### config.mk
export PLATFORM = sky130hd
export DESIGN_NAME = indexed_list_insert_delete_core
export DESIGN_NICKNAME = d
export VERILOG_FILES = /design/src/hw/rtl/ilist_pkg.sv /design/src/hw/rtl/ilist_mem.sv /design/src/hw/rtl/ilist_ctrl.sv /design/src/hw/rtl/indexed_list_insert_delete_core.sv
export SDC_FILE = /design/constraint.sdc
export NUM_CORES = 2
export LEC_CHECK = 0
export ABC_AREA = 1
export BUFFER_PORTS_ARGS = -buffer_cell sky130_fd_sc_hd__buf_2
export CORE_ASPECT_RATIO = 1.75
export CORE_MARGIN = 3
export CORE_UTILIZATION = 50
export CTS_CLUSTER_DIAMETER = 100
export DETAILED_ROUTE_END_ITERATION = 10
export GPL_ROUTABILITY_DRIVEN = 0
export PLACE_DENSITY_LB_ADDON = 0.05
export SYNTH_ARGS = -nofsm -noshare
export SYNTH_HDL_FRONTEND = slang
export SYNTH_SLANG_ARGS = --single-unit
### constraint.sdc
create_clock -name clk -period 10.9 [get_ports clk]
set_input_delay 1.635 -clock clk [delete_from_list [all_inputs] [get_ports clk]]
set_output_delay 1.635 -clock clk [all_outputs]
set_load 0.01 [all_outputs]
### src/hw/rtl/ilist_pkg.sv
// shared types, field widths and codes for the positional list engine
// no dependencies; imported by every module of the block
package ilist_pkg;

	// default list depth
	localparam int LIST_DEPTH = 64;

	// field widths
	localparam int CMD_W = 2;
	localparam int IDX_W = 7;
	localparam int VAL_W = 32;
	localparam int ST_W  = 2;
	localparam int CNT_W = 7;

	typedef logic        [CMD_W-1:0] cmd_t;
	typedef logic        [IDX_W-1:0] index_t;
	typedef logic signed [VAL_W-1:0] word_t;
	typedef logic        [ST_W-1:0]  status_t;
	typedef logic        [CNT_W-1:0] count_t;

	// command codes
	localparam cmd_t CMD_APPEND = 2'd0;
	localparam cmd_t CMD_INSERT = 2'd1;
	localparam cmd_t CMD_DELETE = 2'd2;
	localparam cmd_t CMD_READ   = 2'd3;

	// status codes
	localparam status_t ST_OK    = 2'd0;
	localparam status_t ST_RANGE = 2'd1;
	localparam status_t ST_FULL  = 2'd2;
	localparam status_t ST_EMPTY = 2'd3;

endpackage

### src/hw/rtl/ilist_mem.sv
// entry storage: one write port, one read port with registered read data
// depends on ilist_pkg for the word type
module ilist_mem #(
	parameter int DEPTH = ilist_pkg::LIST_DEPTH,
	parameter int AW    = $clog2(DEPTH)
) (
	input  logic                  clk,
	input  logic                  we,
	input  logic [AW-1:0]         waddr,
	input  ilist_pkg::word_t      wdata,
	input  logic                  re,
	input  logic [AW-1:0]         raddr,
	output ilist_pkg::word_t      rdata
);
	import ilist_pkg::*;

	word_t mem [DEPTH];
	word_t rdata_q;

	// write port
	always_ff @(posedge clk) begin
		if (we) begin
			mem[waddr] <= wdata;
		end
	end

	// read port, registered read data
	always_ff @(posedge clk) begin
		if (re) begin
			rdata_q <= mem[raddr];
		end
	end

	assign rdata = rdata_q;

endmodule

### src/hw/rtl/ilist_ctrl.sv
// command sequencer: checks each command, runs the shift through the
// entry memory one move per cycle and registers the result
// depends on ilist_pkg; drives the ports of ilist_mem
module ilist_ctrl #(
	parameter int DEPTH = ilist_pkg::LIST_DEPTH,
	parameter int AW    = $clog2(DEPTH),
	parameter int CW    = $clog2(DEPTH + 1)
) (
	input  logic                  clk,
	input  logic                  arst_n,
	input  logic                  start,
	output logic                  busy,
	input  ilist_pkg::cmd_t       cmd,
	input  ilist_pkg::index_t     index,
	input  ilist_pkg::word_t      value,
	output logic                  done,
	output ilist_pkg::status_t    status,
	output ilist_pkg::word_t      read_value,
	output ilist_pkg::count_t     count,
	output logic                  mem_we,
	output logic [AW-1:0]         mem_waddr,
	output ilist_pkg::word_t      mem_wdata,
	output logic                  mem_re,
	output logic [AW-1:0]         mem_raddr,
	input  ilist_pkg::word_t      mem_rdata
);
	import ilist_pkg::*;

	localparam int CMPW = (CW > IDX_W) ? CW : IDX_W;

	localparam logic [1:0] S_IDLE    = 2'd0;
	localparam logic [1:0] S_RD_WAIT = 2'd1;
	localparam logic [1:0] S_SHIFT   = 2'd2;

	logic [1:0]    state_q;
	logic [CW-1:0] count_q;
	logic          ins_q;
	logic [AW-1:0] pos_q;
	word_t         val_q;
	logic [AW-1:0] rd_ptr_q;
	logic [CW-1:0] left_q;
	logic          pend_s1;
	logic [AW-1:0] wr_addr_s1;
	logic          done_q;
	status_t       status_q;
	word_t         read_value_q;

	logic            accept;
	logic [CMPW-1:0] idx_ext;
	logic [CMPW-1:0] cnt_ext;
	logic            full;
	logic            empty;
	status_t         chk_status;
	logic [AW-1:0]   idx_a;
	logic [AW-1:0]   cnt_a;
	logic [CW-1:0]   ins_moves;
	logic [CW-1:0]   del_moves;
	logic            shift_done;

	assign accept  = start && (state_q == S_IDLE);
	assign idx_ext = CMPW'(index);
	assign cnt_ext = CMPW'(count_q);
	assign full    = (cnt_ext == CMPW'(DEPTH));
	assign empty   = (count_q == '0);
	assign idx_a   = idx_ext[AW-1:0];
	assign cnt_a   = cnt_ext[AW-1:0];

	// move counts for the shift loop
	assign ins_moves = CW'(cnt_ext - idx_ext);
	assign del_moves = CW'(cnt_ext - idx_ext - CMPW'(1));

	// last shift cycle: no reads left and the final move written
	assign shift_done = (left_q == '0) && !pend_s1;

	// command checks, in the order the list rules give
	always_comb begin
		unique case (cmd)
			CMD_APPEND: chk_status = full ? ST_FULL : ST_OK;
			CMD_INSERT: begin
				if (idx_ext > cnt_ext) chk_status = ST_RANGE;
				else if (full)         chk_status = ST_FULL;
				else                   chk_status = ST_OK;
			end
			default: begin
				if (empty)                 chk_status = ST_EMPTY;
				else if (idx_ext >= cnt_ext) chk_status = ST_RANGE;
				else                       chk_status = ST_OK;
			end
		endcase
	end

	// memory port control
	always_comb begin
		mem_we    = 1'b0;
		mem_waddr = '0;
		mem_wdata = '0;
		mem_re    = 1'b0;
		mem_raddr = '0;
		unique case (state_q)
			S_IDLE: begin
				if (accept && chk_status == ST_OK) begin
					if (cmd == CMD_APPEND) begin
						mem_we    = 1'b1;
						mem_waddr = cnt_a;
						mem_wdata = value;
					end else if (cmd == CMD_READ) begin
						mem_re    = 1'b1;
						mem_raddr = idx_a;
					end
				end
			end
			S_SHIFT: begin
				if (pend_s1) begin
					mem_we    = 1'b1;
					mem_waddr = wr_addr_s1;
					mem_wdata = mem_rdata;
				end else if (shift_done && ins_q) begin
					mem_we    = 1'b1;
					mem_waddr = pos_q;
					mem_wdata = val_q;
				end
				if (left_q != '0) begin
					mem_re    = 1'b1;
					mem_raddr = rd_ptr_q;
				end
			end
			default: ;
		endcase
	end

	// control state
	always_ff @(posedge clk or negedge arst_n) begin
		if (!arst_n) begin
			state_q <= S_IDLE;
			count_q <= '0;
			pend_s1 <= 1'b0;
			done_q  <= 1'b0;
			left_q  <= '0;
		end else begin
			done_q <= 1'b0;
			unique case (state_q)
				S_IDLE: begin
					if (accept) begin
						if (chk_status != ST_OK || cmd == CMD_APPEND) begin
							done_q <= 1'b1;
							if (chk_status == ST_OK) begin
								count_q <= count_q + CW'(1);
							end
						end else if (cmd == CMD_READ) begin
							state_q <= S_RD_WAIT;
						end else begin
							state_q <= S_SHIFT;
							pend_s1 <= 1'b0;
							left_q  <= (cmd == CMD_INSERT) ? ins_moves : del_moves;
						end
					end
				end
				S_RD_WAIT: begin
					done_q  <= 1'b1;
					state_q <= S_IDLE;
				end
				S_SHIFT: begin
					pend_s1 <= (left_q != '0);
					if (left_q != '0) begin
						left_q <= left_q - CW'(1);
					end else if (!pend_s1) begin
						done_q  <= 1'b1;
						state_q <= S_IDLE;
						count_q <= ins_q ? count_q + CW'(1) : count_q - CW'(1);
					end
				end
				default: state_q <= S_IDLE;
			endcase
		end
	end

	// shift pointers and result payload
	always_ff @(posedge clk) begin
		unique case (state_q)
			S_IDLE: begin
				if (accept) begin
					status_q     <= chk_status;
					read_value_q <= '0;
					ins_q        <= (cmd == CMD_INSERT);
					pos_q        <= idx_a;
					val_q        <= value;
					rd_ptr_q     <= (cmd == CMD_INSERT) ? cnt_a - AW'(1) : idx_a + AW'(1);
				end
			end
			S_RD_WAIT: begin
				read_value_q <= mem_rdata;
			end
			S_SHIFT: begin
				if (left_q != '0) begin
					wr_addr_s1 <= ins_q ? rd_ptr_q + AW'(1) : rd_ptr_q - AW'(1);
					rd_ptr_q   <= ins_q ? rd_ptr_q - AW'(1) : rd_ptr_q + AW'(1);
				end
			end
			default: ;
		endcase
	end

	assign busy       = (state_q != S_IDLE);
	assign done       = done_q;
	assign status     = status_q;
	assign read_value = read_value_q;
	assign count      = cnt_ext[CNT_W-1:0];

endmodule

### src/hw/rtl/indexed_list_insert_delete_core.sv
// append and refused commands give a registered result; read passes through a read-wait state;
// insert and delete run a shift of moves entries, where moves is count - index for insert
// and count - index - 1 for delete; the shift moves one entry
// per cycle through the single write port of the entry memory
// one command at a time: the next is accepted as the strobe ends; no result stall
// reset clears the count and the sequencer; entry contents are not cleared
module indexed_list_insert_delete_core #(
	parameter int DEPTH = ilist_pkg::LIST_DEPTH
) (
	input  logic                  clk,
	input  logic                  arst_n,
	input  logic                  start,
	output logic                  busy,
	input  ilist_pkg::cmd_t       cmd,
	input  ilist_pkg::index_t     index,
	input  ilist_pkg::word_t      value,
	output logic                  done,
	output ilist_pkg::status_t    status,
	output ilist_pkg::word_t      read_value,
	output ilist_pkg::count_t     count
);
	import ilist_pkg::*;

	localparam int AW = $clog2(DEPTH);
	localparam int CW = $clog2(DEPTH + 1);

	logic          mem_we;
	logic [AW-1:0] mem_waddr;
	word_t         mem_wdata;
	logic          mem_re;
	logic [AW-1:0] mem_raddr;
	word_t         mem_rdata;

	// sequencer
	ilist_ctrl #(
		.DEPTH (DEPTH),
		.AW    (AW),
		.CW    (CW)
	) u_ctrl (
		.clk        (clk),
		.arst_n     (arst_n),
		.start      (start),
		.busy       (busy),
		.cmd        (cmd),
		.index      (index),
		.value      (value),
		.done       (done),
		.status     (status),
		.read_value (read_value),
		.count      (count),
		.mem_we     (mem_we),
		.mem_waddr  (mem_waddr),
		.mem_wdata  (mem_wdata),
		.mem_re     (mem_re),
		.mem_raddr  (mem_raddr),
		.mem_rdata  (mem_rdata)
	);

	// entry storage
	ilist_mem #(
		.DEPTH (DEPTH),
		.AW    (AW)
	) u_mem (
		.clk   (clk),
		.we    (mem_we),
		.waddr (mem_waddr),
		.wdata (mem_wdata),
		.re    (mem_re),
		.raddr (mem_raddr),
		.rdata (mem_rdata)
	);

endmodule

==> metrics.txt <==
status finished, final reports clean; vias 65.84k; async set-reset flop share out of synthesis 0.8246%; Int Power 18.63 mW; clock skew 0.04962 ns; sequential power share 35.8%; r2r endpoint u_mem.mem[23][6]; fin crit period 6.247 ns; top post-synthesis cells by area edfxtp_1 (67%), nand3_1 (11%), nand3b_1 (6.0%); cell leakage power 40.67 nW; GR Overflow Total 0; initial core utilization 50.45%; final period utilization 57.31%; worst rel slew slack 9.817%; die area 0.1985 mm²; number of global-route vias before repair 63.53k; Hold WC Path Type reg2reg; core area 0.1912 mm²; synthesized flop and latch total 2183; Port Buffers 86; Post-CTS Setup Repair Bufs 0; number of synthesized flops with an enable pin 2165; Top Ports 87; P_sw 14.92 mW; Worst Path Arrival 6.85 ns; Worst Setup SP index[3]; GRT Overall Usage 31.75%; Critical Path Source Type input port; antenna violations before repair 11; row count 212; Final Hold Fails 0; # fillers 16.25k; Area growth, synth to finish 9.745%; Crit Path Class in2reg; Routed Wire Length 317600 µm; Synth top area share 67.38%; final cell count without fillers 11.24k; Post-Syn Area per Cell 11.16 µm²; Ys Warns 0; CTS tree built; CTS clk-pin slew, worst paths 0.07 ns; 1st-iter DRT viols 6343; Critical R2R Launch u_ctrl.left_q[0]; post-synth cell types 43; RSZ-0062 raised after global routing false; Worst Reg-to-Reg Cells 14; Cell Pwr Density 316.9 mW/mm²; post-cts gate resize count 0; syn_nets 8703; Comb pwr share 43.5%; drt pass-1 iters 6; Placed Cells 10.86k; flop-to-flop setup slack 5.07 ns; clock net sink count 2183; Root Buffer clkbuf_16; worst skew pair latency 0.87 ns; commonest register cell after synthesis edfxtp_1; area leader, netlist edfxtp_1; CTS buffer count 207; CP Capture Type register; routed len/inst 28.25 µm; top cells by count, synth nand3_1 (2202), edfxtp_1 (2165), nand2_1 (1302), inv_1 (1254), nand3b_1 (767); largest net degree at the start of global routing 159; H-tree depth 4; Clock power frac 20.7%; Mapped Cells 8642; FMAX 160.1 MHz; critical path data required time 11.50 ns; Post-Route Setup TNS 0 ns; final net count 8566; cell area after synthesis 0.09648 mm²; most frequent cell after synthesis nand3_1; peak supply drop 228.1 µV; Die Span Y 587.1 µm; Worst setup endpoint u_mem.rdata[0]; clk buf depth 4; sequential fraction of the synthesis area 67.85%; max_cap viols 0; Hold Buf Count CTS 0; Worst Path Max Fanout 135; final setup violation count 0; Via-to-Cell Ratio 5.856; DIE WIDTH 338.1 µm; Slew @ Worst Pin 1.350 ns; Max Slew Vio Count 0; layout cells sized above 1 7.443%; hpwl dp 179300 µm; Post-route DRC 0; first-pass GRT wire length 452600 µm; switching share of power 44.47%; Post-DRT Antenna Nets 0
-- power groups by stage --
stage / registers [mW] / logic (mW) / clock network (mW)
3_5_place_dp: 12.2 / 14.6 / 0
2_1_floorplan: 12.0 / 7.89 / 0
3_3_place_gp: 12.2 / 14.4 / 0
4_1_cts: 12.0 / 14.6 / 7.02
6_report: 12.0 / 14.6 / 6.94
5_1_grt: 12.1 / 15.4 / 7.35
-- flip-flops by register name, indices dropped and copies added, names as in the netlist --
| signal | count |
|---|---|
| u_ctrl.done | 1 |
| u_mem.mem | 2048 |
| u_ctrl.status | 2 |
| u_ctrl.pend_s1 | 1 |
| u_ctrl.rd_ptr_q | 6 |
| u_mem.rdata | 32 |
| u_ctrl.state_q | 2 |
| u_ctrl.count | 7 |
| u_ctrl.read_value | 32 |
| u_ctrl.pos_q | 6 |
| u_ctrl.left_q | 7 |
| u_ctrl.val_q | 32 |
| u_ctrl.wr_addr_s1 | 6 |
| u_ctrl.ins_q | 1 |
-- worst max-delay path: stages --
cell and delay, ns:
buf_2 0.10, clkinv_1 0.22, ha_1 0.45, nand2_1 0.09, nor2_1 0.14, inv_1 0.06
nor2_1 0.08, nor2_1 0.06, nand2_2 0.12, inv_1 0.06, nand4_1 0.12, buf_12 0.51
buf_12 0.53, buf_4 0.74, nand3b_1 0.15, nand3_1 0.14, nand3_1 0.09, nand3_1 0.22
nand3_1 0.62, nand3_1 0.34, nand2_1 0.07
-- cells by family after synthesis --
group	count (synthesis)	share of synthesized area (%)
xor+xnor	26	0.2360
compound gates	137	0.9311
fa+ha+maj	17	0.2282
mux	1	0.01037
flops	2183	67.85
simple gates	4434	23.18
buf+inv	1844	7.564
-- layout make-up --
type                    count  area, µm²  share of cell area (%)
diodes                      8      20.02                 0.01891
multi-input cells        4615      24370                   23.02
flip-flops and latches   2183      65460                   61.82
repair buffers            234       1779                   1.680
inverters                1264       4765                   4.500
well taps                2568       3213                   3.034
clock buffers             252       5434                   5.132
clock inverters           118      838.3                  0.7917
-- cells in the final DEF, fill, tap and decap left out, types with 12 or more instances in the layout --
| cell type | instances |
|---|---|
| nand3_1 | 2196 |
| buf_12 | 19 |
| xor2_1 | 20 |
| o21ai_0 | 59 |
| clkinv_1 | 47 |
| ha_1 | 16 |
| clkbuf_1 | 41 |
| buf_2 | 86 |
| clkinv_2 | 51 |
| dfrtp_1 | 18 |
| nor2_1 | 66 |
| edfxtp_1 | 2165 |
| buf_4 | 129 |
| nand3b_1 | 767 |
| nor3_1 | 12 |
| nor2_4 | 67 |
| inv_1 | 1253 |
| a22o_2 | 31 |
| nand2_1 | 1301 |
| clkbuf_16 | 211 |
-- stage by stage --
stage | power [mW] | area (µm²) | hold slack, ns | util, % | setup WS (ns)
2_1_floorplan | 19.92 | 96480 | 0.5236 | - | 5.432
3_3_place_gp | 26.61 | 99590 | 0.5467 | 52.08 | 3.902
3_5_place_dp | 26.75 | 99590 | 0.5746 | 52.08 | 3.993
4_1_cts | 33.62 | 105900 | 0.5793 | 55.35 | 4.874
5_1_grt | 34.86 | 105900 | 0.6075 | 55.36 | 4.419
6_report | 33.55 | 105900 | 0.5853 | 55.37 | 4.653
-- layer usage --
metal / wire, µm / track usage (%) / vias to the layer above
li1: - / - / 29510
met1: 111700 / 36.32 / 33030
met2: 155600 / 52.83 / 2572
met3: 18520 / 4.100 / 727
met4: 31760 / 26.49 / 2
met5: 17 / 0 / -
-- worst min-delay path by stage --
stage	start	to	slack [ns]	cells after the start
floorplan	u_ctrl.left_q[6]	u_ctrl.left_q[6]	0.52	2
global placement	u_ctrl.left_q[6]	u_ctrl.left_q[6]	0.55	2
detailed placement	u_ctrl.left_q[5]	u_ctrl.left_q[5]	0.57	2
CTS	u_ctrl.left_q[5]	u_ctrl.left_q[5]	0.58	2
global route	u_ctrl.left_q[5]	u_ctrl.left_q[5]	0.61	2
finish	u_ctrl.left_q[5]	u_ctrl.left_q[5]	0.59	2
Note: power is estimated with default switching activity, not from simulation.
